**src/jllc_pkg.sv**
```systemverilog
package jllc_pkg;

  localparam int unsigned STACK_DEPTH_DEF = 128;
  localparam int unsigned SYM_W = 5;

  typedef logic [SYM_W-1:0] sym_t;

  // grammar symbols: terminals follow token kind plus one, then nonterminals
  localparam sym_t SYM_NONE     = 5'd0;
  localparam sym_t SYM_LBRACE   = 5'd1;
  localparam sym_t SYM_RBRACE   = 5'd2;
  localparam sym_t SYM_LBRACK   = 5'd3;
  localparam sym_t SYM_RBRACK   = 5'd4;
  localparam sym_t SYM_COLON    = 5'd5;
  localparam sym_t SYM_COMMA    = 5'd6;
  localparam sym_t SYM_STRING   = 5'd7;
  localparam sym_t SYM_NUMBER   = 5'd8;
  localparam sym_t SYM_IDENT    = 5'd9;
  localparam sym_t SYM_DOC      = 5'd10;
  localparam sym_t SYM_VALUE    = 5'd11;
  localparam sym_t SYM_OBJECT   = 5'd12;
  localparam sym_t SYM_OBJ_BODY = 5'd13;
  localparam sym_t SYM_OBJ_ELMS = 5'd14;
  localparam sym_t SYM_OBJ_TAIL = 5'd15;
  localparam sym_t SYM_OBJ_ELEM = 5'd16;
  localparam sym_t SYM_ARRAY    = 5'd17;
  localparam sym_t SYM_ARR_BODY = 5'd18;
  localparam sym_t SYM_ARR_ELMS = 5'd19;
  localparam sym_t SYM_ARR_TAIL = 5'd20;

  localparam logic [2:0] ERR_NONE      = 3'd0;
  localparam logic [2:0] ERR_BAD_CHAR  = 3'd1;
  localparam logic [2:0] ERR_AFTER_DOC = 3'd2;
  localparam logic [2:0] ERR_MISMATCH  = 3'd3;
  localparam logic [2:0] ERR_OVERFLOW  = 3'd4;

  // right-hand side, index 0 is the leftmost symbol
  typedef logic [2:0][SYM_W-1:0] rhs_t;

  typedef struct packed {
    logic       done;
    logic       doc_done;
    logic [2:0] err;
  } par_res_t;

  typedef struct packed {
    logic [3:0] kind;
    logic       doc_done;
    logic [2:0] err;
  } result_t;

  typedef enum logic [5:0] {
    M_IDLE   = 6'b000001,
    M_STRING = 6'b000010,
    M_ESC    = 6'b000100,
    M_HEX    = 6'b001000,
    M_NUMBER = 6'b010000,
    M_IDENT  = 6'b100000
  } lex_mode_e;

  // ll(1) table: expansion of top for lookahead tok, all zero when no rule
  function automatic rhs_t expand(sym_t top, sym_t tok);
    rhs_t r;
    r = '0;
    case (top)
      SYM_DOC: begin
        if (tok == SYM_LBRACE) r = {SYM_NONE, SYM_NONE, SYM_OBJECT};
        else if (tok == SYM_LBRACK) r = {SYM_NONE, SYM_NONE, SYM_ARRAY};
      end
      SYM_VALUE: begin
        if (tok == SYM_LBRACE) r = {SYM_NONE, SYM_NONE, SYM_OBJECT};
        else if (tok == SYM_LBRACK) r = {SYM_NONE, SYM_NONE, SYM_ARRAY};
        else if (tok inside {SYM_STRING, SYM_NUMBER, SYM_IDENT}) r = {SYM_NONE, SYM_NONE, tok};
      end
      SYM_OBJECT: begin
        if (tok == SYM_LBRACE) r = {SYM_NONE, SYM_OBJ_BODY, SYM_LBRACE};
      end
      SYM_OBJ_BODY: begin
        if (tok == SYM_RBRACE) r = {SYM_NONE, SYM_NONE, SYM_RBRACE};
        else if (tok == SYM_STRING) r = {SYM_NONE, SYM_NONE, SYM_OBJ_ELMS};
      end
      SYM_OBJ_ELMS: begin
        if (tok == SYM_STRING) r = {SYM_NONE, SYM_OBJ_TAIL, SYM_OBJ_ELEM};
      end
      SYM_OBJ_TAIL: begin
        if (tok == SYM_COMMA) r = {SYM_NONE, SYM_OBJ_ELMS, SYM_COMMA};
        else if (tok == SYM_RBRACE) r = {SYM_NONE, SYM_NONE, SYM_RBRACE};
      end
      SYM_OBJ_ELEM: begin
        if (tok == SYM_STRING) r = {SYM_VALUE, SYM_COLON, SYM_STRING};
      end
      SYM_ARRAY: begin
        if (tok == SYM_LBRACK) r = {SYM_NONE, SYM_ARR_BODY, SYM_LBRACK};
      end
      SYM_ARR_BODY: begin
        if (tok == SYM_RBRACK) r = {SYM_NONE, SYM_NONE, SYM_RBRACK};
        else if (tok inside {SYM_LBRACE, SYM_LBRACK, SYM_STRING, SYM_NUMBER, SYM_IDENT})
          r = {SYM_NONE, SYM_NONE, SYM_ARR_ELMS};
      end
      SYM_ARR_ELMS: begin
        if (tok inside {SYM_LBRACE, SYM_LBRACK, SYM_STRING, SYM_NUMBER, SYM_IDENT})
          r = {SYM_NONE, SYM_ARR_TAIL, SYM_VALUE};
      end
      SYM_ARR_TAIL: begin
        if (tok == SYM_COMMA) r = {SYM_NONE, SYM_ARR_ELMS, SYM_COMMA};
        else if (tok == SYM_RBRACK) r = {SYM_NONE, SYM_NONE, SYM_RBRACK};
      end
      default: r = '0;
    endcase
    return r;
  endfunction

endpackage

```
**src/jllc_ram.sv**
```systemverilog
module jllc_ram #(
  parameter int unsigned WIDTH = 8,
  parameter int unsigned DEPTH = 16,
  localparam int unsigned AW = $clog2(DEPTH)
) (
  input  logic             clk_i,
  input  logic             we_i,
  input  logic [AW-1:0]    waddr_i,
  input  logic [WIDTH-1:0] wdata_i,
  input  logic [AW-1:0]    raddr_i,
  output logic [WIDTH-1:0] rdata_o
);

  logic [WIDTH-1:0] mem_q [DEPTH];
  logic [WIDTH-1:0] rdata_q;

  always_ff @(posedge clk_i) begin
    if (we_i) begin
      mem_q[waddr_i] <= wdata_i;
    end
    rdata_q <= mem_q[raddr_i];
  end

  assign rdata_o = rdata_q;

endmodule

```
**src/jllc_parser.sv**
```systemverilog
module jllc_parser import jllc_pkg::*; #(
  parameter int unsigned STACK_DEPTH = STACK_DEPTH_DEF
) (
  input  logic     clk_i,
  input  logic     rst_ni,
  input  logic     start_i,
  input  sym_t     tok_i,
  output par_res_t res_o
);

  localparam int unsigned AW  = $clog2(STACK_DEPTH);
  localparam int unsigned SPW = $clog2(STACK_DEPTH + 1);

  typedef enum logic [4:0] {
    P_IDLE  = 5'b00001,
    P_POP   = 5'b00010,
    P_CHECK = 5'b00100,
    P_PUSH  = 5'b01000,
    P_LEFT  = 5'b10000
  } pstate_e;

  pstate_e        state_q, state_d;
  logic [SPW-1:0] sp_q, sp_d;
  logic           e0_q, e0_d;
  par_res_t       res_q, res_d;
  sym_t           tok_q, tok_d;
  sym_t           top_q, top_d;
  rhs_t           rhs_q, rhs_d;
  logic           hi_q, hi_d;
  logic           cache_q, cache_d;
  logic           zero_q, zero_d;

  logic [SPW-1:0] sp_m1;
  logic           full;
  sym_t           rd_data;
  sym_t           top;
  rhs_t           exp_rhs;
  sym_t           push_sym;
  logic           we;

  assign sp_m1    = sp_q - SPW'(1);
  assign full     = sp_q >= SPW'(STACK_DEPTH);
  // entry zero holds the document symbol until first written
  assign top      = cache_q ? top_q : (zero_q ? SYM_DOC : rd_data);
  assign exp_rhs  = expand(top, tok_q);
  assign push_sym = hi_q ? rhs_q[2] : rhs_q[1];

  jllc_ram #(
    .WIDTH (SYM_W),
    .DEPTH (STACK_DEPTH)
  ) u_stack (
    .clk_i   (clk_i),
    .we_i    (we),
    .waddr_i (sp_q[AW-1:0]),
    .wdata_i (push_sym),
    .raddr_i (sp_m1[AW-1:0]),
    .rdata_o (rd_data)
  );

  always_comb begin
    state_d = state_q;
    sp_d    = sp_q;
    res_d   = '0;
    tok_d   = tok_q;
    top_d   = top_q;
    rhs_d   = rhs_q;
    hi_d    = hi_q;
    cache_d = cache_q;
    zero_d  = zero_q;
    we      = 1'b0;
    case (state_q)
      P_IDLE: begin
        if (start_i) begin
          tok_d   = tok_i;
          state_d = P_POP;
        end
      end
      P_POP: begin
        if (sp_q == '0) begin
          res_d   = '{done: 1'b1, doc_done: 1'b0, err: ERR_AFTER_DOC};
          state_d = P_IDLE;
        end else begin
          sp_d    = sp_m1;
          cache_d = 1'b0;
          zero_d  = (sp_m1 == '0) && !e0_q;
          state_d = P_CHECK;
        end
      end
      P_CHECK: begin
        if (top == tok_q) begin
          res_d   = '{done: 1'b1, doc_done: (sp_q == '0), err: ERR_NONE};
          state_d = P_IDLE;
        end else if (exp_rhs == '0) begin
          res_d   = '{done: 1'b1, doc_done: 1'b0, err: ERR_MISMATCH};
          state_d = P_IDLE;
        end else begin
          rhs_d   = exp_rhs;
          hi_d    = 1'b1;
          state_d = P_PUSH;
        end
      end
      P_PUSH: begin
        if (push_sym != SYM_NONE && full) begin
          res_d   = '{done: 1'b1, doc_done: 1'b0, err: ERR_OVERFLOW};
          state_d = P_IDLE;
        end else begin
          if (push_sym != SYM_NONE) begin
            we   = 1'b1;
            sp_d = sp_q + SPW'(1);
          end
          if (hi_q) begin
            hi_d = 1'b0;
          end else begin
            state_d = P_LEFT;
          end
        end
      end
      P_LEFT: begin
        // leftmost symbol is pushed and popped at once, kept in a register
        if (full) begin
          res_d   = '{done: 1'b1, doc_done: 1'b0, err: ERR_OVERFLOW};
          state_d = P_IDLE;
        end else begin
          top_d   = rhs_q[0];
          cache_d = 1'b1;
          state_d = P_CHECK;
        end
      end
      default: state_d = P_IDLE;
    endcase
  end

  assign e0_d = e0_q | (we && sp_q == '0);

  always_ff @(posedge clk_i or negedge rst_ni) begin
    if (!rst_ni) begin
      state_q <= P_IDLE;
      sp_q    <= SPW'(1);
      e0_q    <= 1'b0;
      res_q   <= '0;
    end else begin
      state_q <= state_d;
      sp_q    <= sp_d;
      e0_q    <= e0_d;
      res_q   <= res_d;
    end
  end

  always_ff @(posedge clk_i) begin
    tok_q   <= tok_d;
    top_q   <= top_d;
    rhs_q   <= rhs_d;
    hi_q    <= hi_d;
    cache_q <= cache_d;
    zero_q  <= zero_d;
  end

  assign res_o = res_q;

endmodule

```
**src/json_ll1_syntax_checker_top.sv**
```systemverilog
// JSON syntax checker, one byte of text per input transfer.
// Input channel: in_valid_i / in_ready_o carry byte_in_i. Output channel:
// out_valid_o / out_ready_i carry one token result: token_kind_o,
// document_done_o, error_code_o and last_in_run_o (set on the final
// result of a byte). A byte gives no result, one, or two when it ends a
// number or identifier and is itself a punctuation token or bad character.
// A byte that forms no token passes the lexer step and the block is then
// ready again. A token adds the parser walk over the symbol stack: a pop
// and a compare, plus push steps and a compare per grammar rule expanded,
// paced by the stack RAM with one write and one read port and the one
// shared symbol compare. Results leave at one per cycle unless stalled.
// The block takes one byte at a time and is not ready while it works; the
// last result sits in an output register, so the next byte is taken while
// the receiver stalls. An earlier result of the same byte waits in the
// block until the receiver takes the one ahead of it.
// Reset empties the lexer and loads the stack with the document symbol;
// there is no clearing pass. The first error is reported once, then every
// byte is taken and dropped until reset.
module json_ll1_syntax_checker_top import jllc_pkg::*; #(
  parameter int unsigned STACK_DEPTH = STACK_DEPTH_DEF
) (
  input  logic       clk_i,
  input  logic       rst_ni,
  input  logic       in_valid_i,
  output logic       in_ready_o,
  input  logic [7:0] byte_in_i,
  output logic       out_valid_o,
  input  logic       out_ready_i,
  output logic [3:0] token_kind_o,
  output logic       document_done_o,
  output logic [2:0] error_code_o,
  output logic       last_in_run_o
);

  localparam logic [7:0] CH_LBRACE = 8'h7B;
  localparam logic [7:0] CH_RBRACE = 8'h7D;
  localparam logic [7:0] CH_LBRACK = 8'h5B;
  localparam logic [7:0] CH_RBRACK = 8'h5D;
  localparam logic [7:0] CH_COLON  = 8'h3A;
  localparam logic [7:0] CH_COMMA  = 8'h2C;
  localparam logic [7:0] CH_QUOTE  = 8'h22;
  localparam logic [7:0] CH_BSLASH = 8'h5C;
  localparam logic [7:0] CH_MINUS  = 8'h2D;
  localparam logic [7:0] CH_DOT    = 8'h2E;
  localparam logic [7:0] CH_LOW_U  = 8'h75;
  localparam logic [7:0] CH_LOW_E  = 8'h65;
  localparam logic [7:0] CH_UP_E   = 8'h45;
  localparam logic [7:0] CH_SPACE  = 8'h20;
  localparam logic [7:0] CH_TAB    = 8'h09;
  localparam logic [7:0] CH_CR     = 8'h0D;
  localparam logic [7:0] CH_0      = 8'h30;
  localparam logic [7:0] CH_9      = 8'h39;
  localparam logic [7:0] CH_UP_A   = 8'h41;
  localparam logic [7:0] CH_UP_Z   = 8'h5A;
  localparam logic [7:0] CH_LOW_A  = 8'h61;
  localparam logic [7:0] CH_LOW_Z  = 8'h7A;

  localparam logic [3:0] KIND_LBRACE = 4'd0;
  localparam logic [3:0] KIND_RBRACE = 4'd1;
  localparam logic [3:0] KIND_LBRACK = 4'd2;
  localparam logic [3:0] KIND_RBRACK = 4'd3;
  localparam logic [3:0] KIND_COLON  = 4'd4;
  localparam logic [3:0] KIND_COMMA  = 4'd5;
  localparam logic [3:0] KIND_STRING = 4'd6;
  localparam logic [3:0] KIND_NUMBER = 4'd7;
  localparam logic [3:0] KIND_IDENT  = 4'd8;

  typedef enum logic [3:0] {
    S_IN   = 4'b0001,
    S_LEX  = 4'b0010,
    S_FEED = 4'b0100,
    S_OUT  = 4'b1000
  } state_e;

  state_e     state_q, state_d;
  lex_mode_e  mode_q, mode_d;
  logic [1:0] hex_q, hex_d;
  logic       err_q, err_d;
  logic [1:0] n_q, n_d;
  logic       idx_q, idx_d;
  logic       out_valid_q, out_valid_d;
  logic [7:0] byte_q, byte_d;
  logic       again_q, again_d;
  logic [3:0] kind_q, kind_d;
  result_t    res_q [2];
  result_t    res_d [2];
  result_t    out_q, out_d;
  logic       out_last_q, out_last_d;

  logic       is_punct, is_digit, is_alpha, is_space, num_start, num_cont;
  logic [3:0] pkind;
  logic       par_start;
  logic [3:0] start_kind;
  sym_t       par_tok;
  par_res_t   par_res;
  logic       out_free, out_load, last_sel;
  state_e     fin_state;

  always_comb begin
    is_punct = 1'b1;
    pkind    = KIND_LBRACE;
    case (byte_q)
      CH_LBRACE: pkind = KIND_LBRACE;
      CH_RBRACE: pkind = KIND_RBRACE;
      CH_LBRACK: pkind = KIND_LBRACK;
      CH_RBRACK: pkind = KIND_RBRACK;
      CH_COLON:  pkind = KIND_COLON;
      CH_COMMA:  pkind = KIND_COMMA;
      default:   is_punct = 1'b0;
    endcase
  end

  assign is_digit  = byte_q inside {[CH_0:CH_9]};
  assign is_alpha  = byte_q inside {[CH_UP_A:CH_UP_Z], [CH_LOW_A:CH_LOW_Z]};
  assign is_space  = byte_q inside {CH_SPACE, [CH_TAB:CH_CR]};
  assign num_start = is_digit || (byte_q inside {CH_MINUS, CH_DOT});
  assign num_cont  = num_start || (byte_q inside {CH_LOW_E, CH_UP_E});

  assign in_ready_o = (state_q == S_IN);
  assign out_free   = !out_valid_q || out_ready_i;
  assign last_sel   = ({1'b0, idx_q} == (n_q - 2'd1));
  assign fin_state  = (n_q != '0) ? S_OUT : S_IN;
  assign par_tok    = SYM_W'(start_kind) + SYM_W'(1);

  jllc_parser #(
    .STACK_DEPTH (STACK_DEPTH)
  ) u_parser (
    .clk_i   (clk_i),
    .rst_ni  (rst_ni),
    .start_i (par_start),
    .tok_i   (par_tok),
    .res_o   (par_res)
  );

  always_comb begin
    state_d    = state_q;
    mode_d     = mode_q;
    hex_d      = hex_q;
    err_d      = err_q;
    n_d        = n_q;
    idx_d      = idx_q;
    byte_d     = byte_q;
    again_d    = again_q;
    kind_d     = kind_q;
    res_d      = res_q;
    par_start  = 1'b0;
    start_kind = KIND_STRING;
    out_load   = 1'b0;
    case (state_q)
      S_IN: begin
        if (in_valid_i) begin
          byte_d  = byte_in_i;
          n_d     = '0;
          idx_d   = 1'b0;
          again_d = 1'b0;
          if (!err_q) begin
            state_d = S_LEX;
          end
        end
      end
      S_LEX: begin
        state_d = fin_state;
        case (mode_q)
          M_IDLE: begin
            if (is_punct) begin
              par_start  = 1'b1;
              start_kind = pkind;
              again_d    = 1'b0;
              state_d    = S_FEED;
            end else if (num_start) begin
              mode_d = M_NUMBER;
            end else if (is_alpha) begin
              mode_d = M_IDENT;
            end else if (byte_q == CH_QUOTE) begin
              mode_d = M_STRING;
            end else if (!is_space) begin
              // bad char reports kind zero
              res_d[n_q[0]] = '{kind: KIND_LBRACE, doc_done: 1'b0, err: ERR_BAD_CHAR};
              n_d           = n_q + 2'd1;
              err_d         = 1'b1;
              state_d       = S_OUT;
            end
          end
          M_STRING: begin
            if (byte_q == CH_BSLASH) begin
              mode_d = M_ESC;
            end else if (byte_q == CH_QUOTE) begin
              mode_d     = M_IDLE;
              par_start  = 1'b1;
              start_kind = KIND_STRING;
              again_d    = 1'b0;
              state_d    = S_FEED;
            end
          end
          M_ESC: begin
            if (byte_q == CH_LOW_U) begin
              hex_d  = '0;
              mode_d = M_HEX;
            end else begin
              mode_d = M_STRING;
            end
          end
          M_HEX: begin
            hex_d = hex_q + 2'd1;
            if (hex_q == 2'd3) begin
              mode_d = M_STRING;
            end
          end
          M_NUMBER: begin
            if (!num_cont) begin
              mode_d     = M_IDLE;
              par_start  = 1'b1;
              start_kind = KIND_NUMBER;
              again_d    = 1'b1;
              state_d    = S_FEED;
            end
          end
          M_IDENT: begin
            if (!is_alpha) begin
              mode_d     = M_IDLE;
              par_start  = 1'b1;
              start_kind = KIND_IDENT;
              again_d    = 1'b1;
              state_d    = S_FEED;
            end
          end
          default: mode_d = M_IDLE;
        endcase
        if (par_start) begin
          kind_d = start_kind;
        end
      end
      S_FEED: begin
        if (par_res.done) begin
          res_d[n_q[0]] = '{kind: kind_q, doc_done: par_res.doc_done, err: par_res.err};
          n_d           = n_q + 2'd1;
          if (par_res.err != ERR_NONE) begin
            err_d   = 1'b1;
            state_d = S_OUT;
          end else if (again_q) begin
            // ending byte goes through the lexer once more
            again_d = 1'b0;
            state_d = S_LEX;
          end else begin
            state_d = S_OUT;
          end
        end
      end
      S_OUT: begin
        if (out_free) begin
          out_load = 1'b1;
          if (last_sel) begin
            state_d = S_IN;
          end else begin
            idx_d = 1'b1;
          end
        end
      end
      default: state_d = S_IN;
    endcase
  end

  assign out_valid_d = out_load || (out_valid_q && !out_ready_i);
  assign out_d       = out_load ? res_q[idx_q] : out_q;
  assign out_last_d  = out_load ? last_sel : out_last_q;

  always_ff @(posedge clk_i or negedge rst_ni) begin
    if (!rst_ni) begin
      state_q     <= S_IN;
      mode_q      <= M_IDLE;
      hex_q       <= '0;
      err_q       <= 1'b0;
      n_q         <= '0;
      idx_q       <= 1'b0;
      out_valid_q <= 1'b0;
    end else begin
      state_q     <= state_d;
      mode_q      <= mode_d;
      hex_q       <= hex_d;
      err_q       <= err_d;
      n_q         <= n_d;
      idx_q       <= idx_d;
      out_valid_q <= out_valid_d;
    end
  end

  always_ff @(posedge clk_i) begin
    byte_q     <= byte_d;
    again_q    <= again_d;
    kind_q     <= kind_d;
    res_q      <= res_d;
    out_q      <= out_d;
    out_last_q <= out_last_d;
  end

  assign out_valid_o     = out_valid_q;
  assign token_kind_o    = out_q.kind;
  assign document_done_o = out_q.doc_done;
  assign error_code_o    = out_q.err;
  assign last_in_run_o   = out_last_q;

  a_err_latches: assert property (@(posedge clk_i) disable iff (!rst_ni)
    (state_q == S_FEED && par_res.done && par_res.err != ERR_NONE)
      |=> (err_q && state_q == S_OUT))
    else $error("parser error not latched");

  a_start_clean: assert property (@(posedge clk_i) disable iff (!rst_ni)
    par_start |-> (state_q == S_LEX && !err_q))
    else $error("parser started outside lexer step or after error");

  a_out_count: assert property (@(posedge clk_i) disable iff (!rst_ni)
    (state_q == S_OUT) |-> (n_q == 2'd1 || n_q == 2'd2))
    else $error("result drain with bad count");

  a_feed_done_once: assert property (@(posedge clk_i) disable iff (!rst_ni)
    (state_q == S_FEED && par_res.done) |=> !par_res.done)
    else $error("parser reported twice");

endmodule
```
**config.mk**
```make
export PLATFORM = sky130hd
export DESIGN_NAME = json_ll1_syntax_checker_top
export DESIGN_NICKNAME = d
export VERILOG_FILES = /design/src/jllc_pkg.sv /design/src/jllc_ram.sv /design/src/jllc_parser.sv /design/src/json_ll1_syntax_checker_top.sv
export SDC_FILE = /design/constraint.sdc
export NUM_CORES = 1
export LEC_CHECK = 0
export BUFFER_PORTS_ARGS = -buffer_cell sky130_fd_sc_hd__buf_2
export CORE_MARGIN = 2
export CORE_UTILIZATION = 45
export CTS_BUF_LIST = sky130_fd_sc_hd__clkbuf_16
export DETAILED_ROUTE_END_ITERATION = 10
export PLACE_DENSITY = 0.68
export SYNTH_ARGS = -nofsm -noshare
export SYNTH_HDL_FRONTEND = slang
export SYNTH_HIERARCHICAL = 1
export SYNTH_SLANG_ARGS = --single-unit
```
**constraint.sdc**
```tcl
create_clock -name clk_i -period 8.4 [get_ports clk_i]
set_input_delay 0.42 -clock clk_i [delete_from_list [all_inputs] [get_ports clk_i]]
set_output_delay 0.42 -clock clk_i [all_outputs]
set_load 0.05 [all_outputs]
```
==> key figures <==
Power
  • Cell leakage power: 0.008715 uW
  • Peak supply drop: ~0.00016 V
  • Total power: 7448 uW
  • Pwr dens: around 210 nW/um^2

Clocking
  • CTS tree: yes
  • H-tree levels: 3
  • Clock Sinks: around 740
  • Clk buf depth: 3
  • Root cell of the clock tree: clkbuf_16
  • Clock Pin Slew Worst Setup and Hold Paths: approximately 0.060 ns
  • Worst-skew pair later-pin latency: between 0.6 and 0.7 ns
  • CTS Buf Count: 77

Timing
  • Rel. slew slack: 0.1476
  • Hold slack: 0.04688 ns
  • Final Skew: between 0.06 and 0.07 ns
  • Final Cycle Share: 0.5524
  • Final hold vios: 0
  • Setup slack after layout: between 3 and 4 ns
  • Max Freq: 215.5 MHz
  • Worst Tran Pin Value: around 1.3 ns
  • Final setup fails: 0
  • Setup TNS: 0 ns
  • Slew Viols, Final: 0
  • Min cycle time layout: 4.640 ns
  • RSZ-0062 raised after global routing: no

Worst setup path
  • WP data required: roughly 8.9 ns
  • Worst r2r src: u_parser/sp_q[0]$_DFFE_PN1P_
  • FF-to-FF End: u_parser/u_stack/rdata_o[0]$_DFF_P_
  • Flop2flop setup slack: 3.76 ns
  • Endpoint class of the critical path: register
  • FF-to-FF path depth: 9
  • Worst EP arrival: ~5.2 ns
  • Startpoint class of the critical path: register
  • Worst Setup Path Type: register to register
  • Crit path max fanout: between 60 and 70

Logic synthesis
  • Number of synthesized flops with an enable pin: ~700
  • Mapped Nets: 1720
  • Syn Inst Count: around 1700
  • Unique cell type count in the Yosys netlist: 90
  • Syn_area_per_cell: around 18 um^2
  • Seq/Total Area, Yosys: 0.7111
  • Synth warnings: 6
  • Yosys reg bits: 743
  • Asr flop ratio synth: 0.04845
  • Synth Flop Type: edfxtp_1
  • Synthesized area: just over 30000 um^2

Global route
  • Largest net degree at the start of global routing: about 130
  • Number of global-route vias before repair: approximately 16000
  • Remaining Overflow, GRT: 0
  • Global-route wire length before repair: around 100 mm
  • Total GRT Usage: 0.1905
  • Initial antenna violation count: 1

Cells and area
  • Storage element area: 22090 um^2
  • Layout cells sized above 1: 0.2339
  • ANT cells: 0
  • Filler Cell Count: approximately 5400
  • Area occupied by multi-input gates: ~8500 um^2
  • # nets final: approximately 1800
  • Syn-to-layout area delta: 11.78%

Placed design
  • DP HPWL: ~41 mm
  • Post-place setup slack: approximately 3.7 ns
  • GPL Wtd Cong: 0.8628
  • IO buf count: 22

Drt
  • Detailed Routing Iterations Pass 1: 5
  • DRT antenna net count: 0
  • WL per Instance: ~25 um
  • Initial drt markers: between 1500 and 2000
  • Via/cell ratio: 6.050
  • Final WL: 66.21 mm
  • Number of remaining DRC errors: 0
  • Vias: roughly 16000

Floorplan
  • Die ar.: approximately 70000 um^2
  • Num ports: 23
  • Starting Density: 0.4536
  • Chip Width: roughly 270 um
  • Die height: 266.7 um
  • Number of cell rows: 96
  • Core ar.: roughly 68000 um^2

Job
  • Max cap viols: 0

Status
  • Status: complete, no violations

Hold path
  • Hold EP: byte_q[2]$_DFFE_PP_
  • Hold path cells: 1
  • Hold Crit Start: byte_in_i[2]
  • Tightest Hold Check Type: input pin to register
[synth_stat cells, types with 6 or more instances]
cell type / number / share of area
a21oi_1: 23 / 0.0037
and3_1: 9 / 0.0018
buf_1: 11 / 0.0013
buf_2: 12 / 0.0019
buf_4: 8 / 0.0019
buf_6: 9 / 0.0033
clkbuf_1: 54 / 0.0065
dfrtp_1: 32 / 0.026
edfxtp_1: 702 / 0.68
ha_1: 7 / 0.0028
inv_1: 23 / 0.0028
mux2_2: 13 / 0.0047
mux4_2: 210 / 0.15
nand2_1: 74 / 0.0089
nand2b_1: 15 / 0.0030
nand3_1: 33 / 0.0053
nand3b_1: 6 / 0.0015
nand4_1: 9 / 0.0018
nor2_1: 179 / 0.022
nor2b_1: 17 / 0.0034
nor3_1: 32 / 0.0052
nor3b_1: 9 / 0.0022
nor4_1: 17 / 0.0034
nor4b_1: 6 / 0.0017
o211ai_1: 7 / 0.0017
o21ai_0: 29 / 0.0047
o22ai_1: 14 / 0.0028
o31ai_1: 7 / 0.0017
or3_1: 6 / 0.0012
xnor2_1: 11 / 0.0031
xor2_1: 11 / 0.0031
[registers in the layout, summed over array words and instances (netlist names), 5 cells and up]
register and cells:
byte_q 8, mode_q 6, res_q 16, u_parser/res_o 5, u_parser/rhs_q 11, u_parser/sp_q 8
u_parser/state_q 5, u_parser/tok_q 5, u_parser/top_q 5, u_parser/u_stack/mem_q 640, u_parser/u_stack/rdata_o 5
[kinds of logic after synthesis]
group,Yosys count,share of synthesized area
other,1,0.0001207
xor gates and xnor gates,22,0.006204
adders and majority gates,7,0.002820
buffers and inverters,118,0.01789
muxes,229,0.1596
and+or+nand+nor,447,0.07175
AOI/OAI and AO/OA,134,0.03050
DFF,743,0.7111
[layout by cell type, fill, tap and decap left out, types with 6 or more instances in the layout]
cell type / Yosys / routed
edfxtp_1: 702 / 702
mux4_2: 210 / 210
nor2_1: 179 / 179
clkbuf_16: 0 / 77
nand2_1: 74 / 73
inv_1: 23 / 39
nand3_1: 33 / 33
nor3_1: 32 / 32
dfrtp_1: 32 / 32
o21ai_0: 29 / 27
a21oi_1: 23 / 23
buf_2: 12 / 22
buf_4: 8 / 22
nor4_1: 17 / 17
clkinv_1: 1 / 16
nand2b_1: 15 / 15
nor2b_1: 17 / 15
o22ai_1: 14 / 14
mux2_2: 13 / 13
bufinv_16: 0 / 11
xnor2_1: 11 / 10
xor2_1: 11 / 10
clkinv_2: 0 / 10
and3_1: 9 / 9
nor3b_1: 9 / 9
nand4_1: 9 / 9
dlygate4sd3_1: 0 / 8
o211ai_1: 7 / 7
o31ai_1: 7 / 7
ha_1: 7 / 7
nand3b_1: 6 / 6
or3_1: 6 / 6
[how the worst max path moves through the flow]
stage | from | endpoint | cells past startpoint
2_1_floorplan | u_parser/hi_q$_DFFE_PP_ | u_parser/u_stack/mem_q[0][3]$_DFFE_PP_ | 2
3_3_place_gp | u_parser/sp_q[0]$_DFFE_PN1P_ | u_parser/u_stack/rdata_o[1]$_DFF_P_ | 9
3_5_place_dp | u_parser/sp_q[0]$_DFFE_PN1P_ | u_parser/u_stack/rdata_o[3]$_DFF_P_ | 9
4_1_cts | u_parser/sp_q[0]$_DFFE_PN1P_ | u_parser/u_stack/rdata_o[0]$_DFF_P_ | 9
5_1_grt | u_parser/sp_q[0]$_DFFE_PN1P_ | u_parser/u_stack/rdata_o[2]$_DFF_P_ | 9
6_report | u_parser/sp_q[0]$_DFFE_PN1P_ | u_parser/u_stack/rdata_o[0]$_DFF_P_ | 9
[routing by layer]
metal,part of all wire,routed length [um],global-route usage,up-vias
met2,0.49,32770,0.3084,661
met1,0.41,26880,0.2624,8450
met4,0.031,2046,0.06241,2
li1,-,-,-,6963
met5,0.00020,13,0,-
met3,0.068,4498,0.03607,151
[per-stage QoR]
| stage | area (um^2) | util | std cells |
|---|---|---|---|
| 2_1_floorplan | 31060 | - | 1701 |
| 5_1_grt | 34720 | 0.5071 | 2682 |
| 4_1_cts | 34720 | 0.5071 | 2682 |
| 3_3_place_gp | 32060 | 0.4682 | 2533 |
| 6_report | 34720 | 0.5071 | 2682 |
| 3_5_place_dp | 32060 | 0.4682 | 2533 |
[power breakdown]
| part | switching [uW] | total (uW) | leakage [uW] | internal [uW] |
|---|---|---|---|---|
| sequential | 0.253 | 3990 | 0.00454 | 3990 |
| combinational | 11.4 | 16.8 | 0.00285 | 5.37 |
| clock | 1410 | 3440 | 0.00133 | 2020 |
| total | 1420 | 7450 | 0.00871 | 6020 |
[cell type report]
| cell class | instances | share of cell area |
|---|---|---|
| flip-flops and latches | 743 | 0.6362 |
| inverters | 24 | 0.002811 |
| well taps | 882 | 0.03179 |
| repair buffers | 52 | 0.01024 |
| clock inverters | 64 | 0.01885 |
| clock buffers | 77 | 0.05550 |
| multi-input cells | 840 | 0.2446 |
[what timing repair did]
action | CTS | global route
buffers inserted | 0 | 0
gates resized for setup | 0 | 0
hold buffers | 8 | 0
endpoints found under the hold margin | 39 | 0
[worst max-delay path: stages (launching register included)]
cell	delay, ns
dfstp_2	0.46
inv_8	0.52
ha_1	0.41
xor2_4	0.17
buf_4	0.48
buf_4	0.70
mux4_2	0.42
mux4_2	0.51
mux4_2	0.49
mux2_2	0.27
Note: power is estimated with default switching activity, not from simulation.
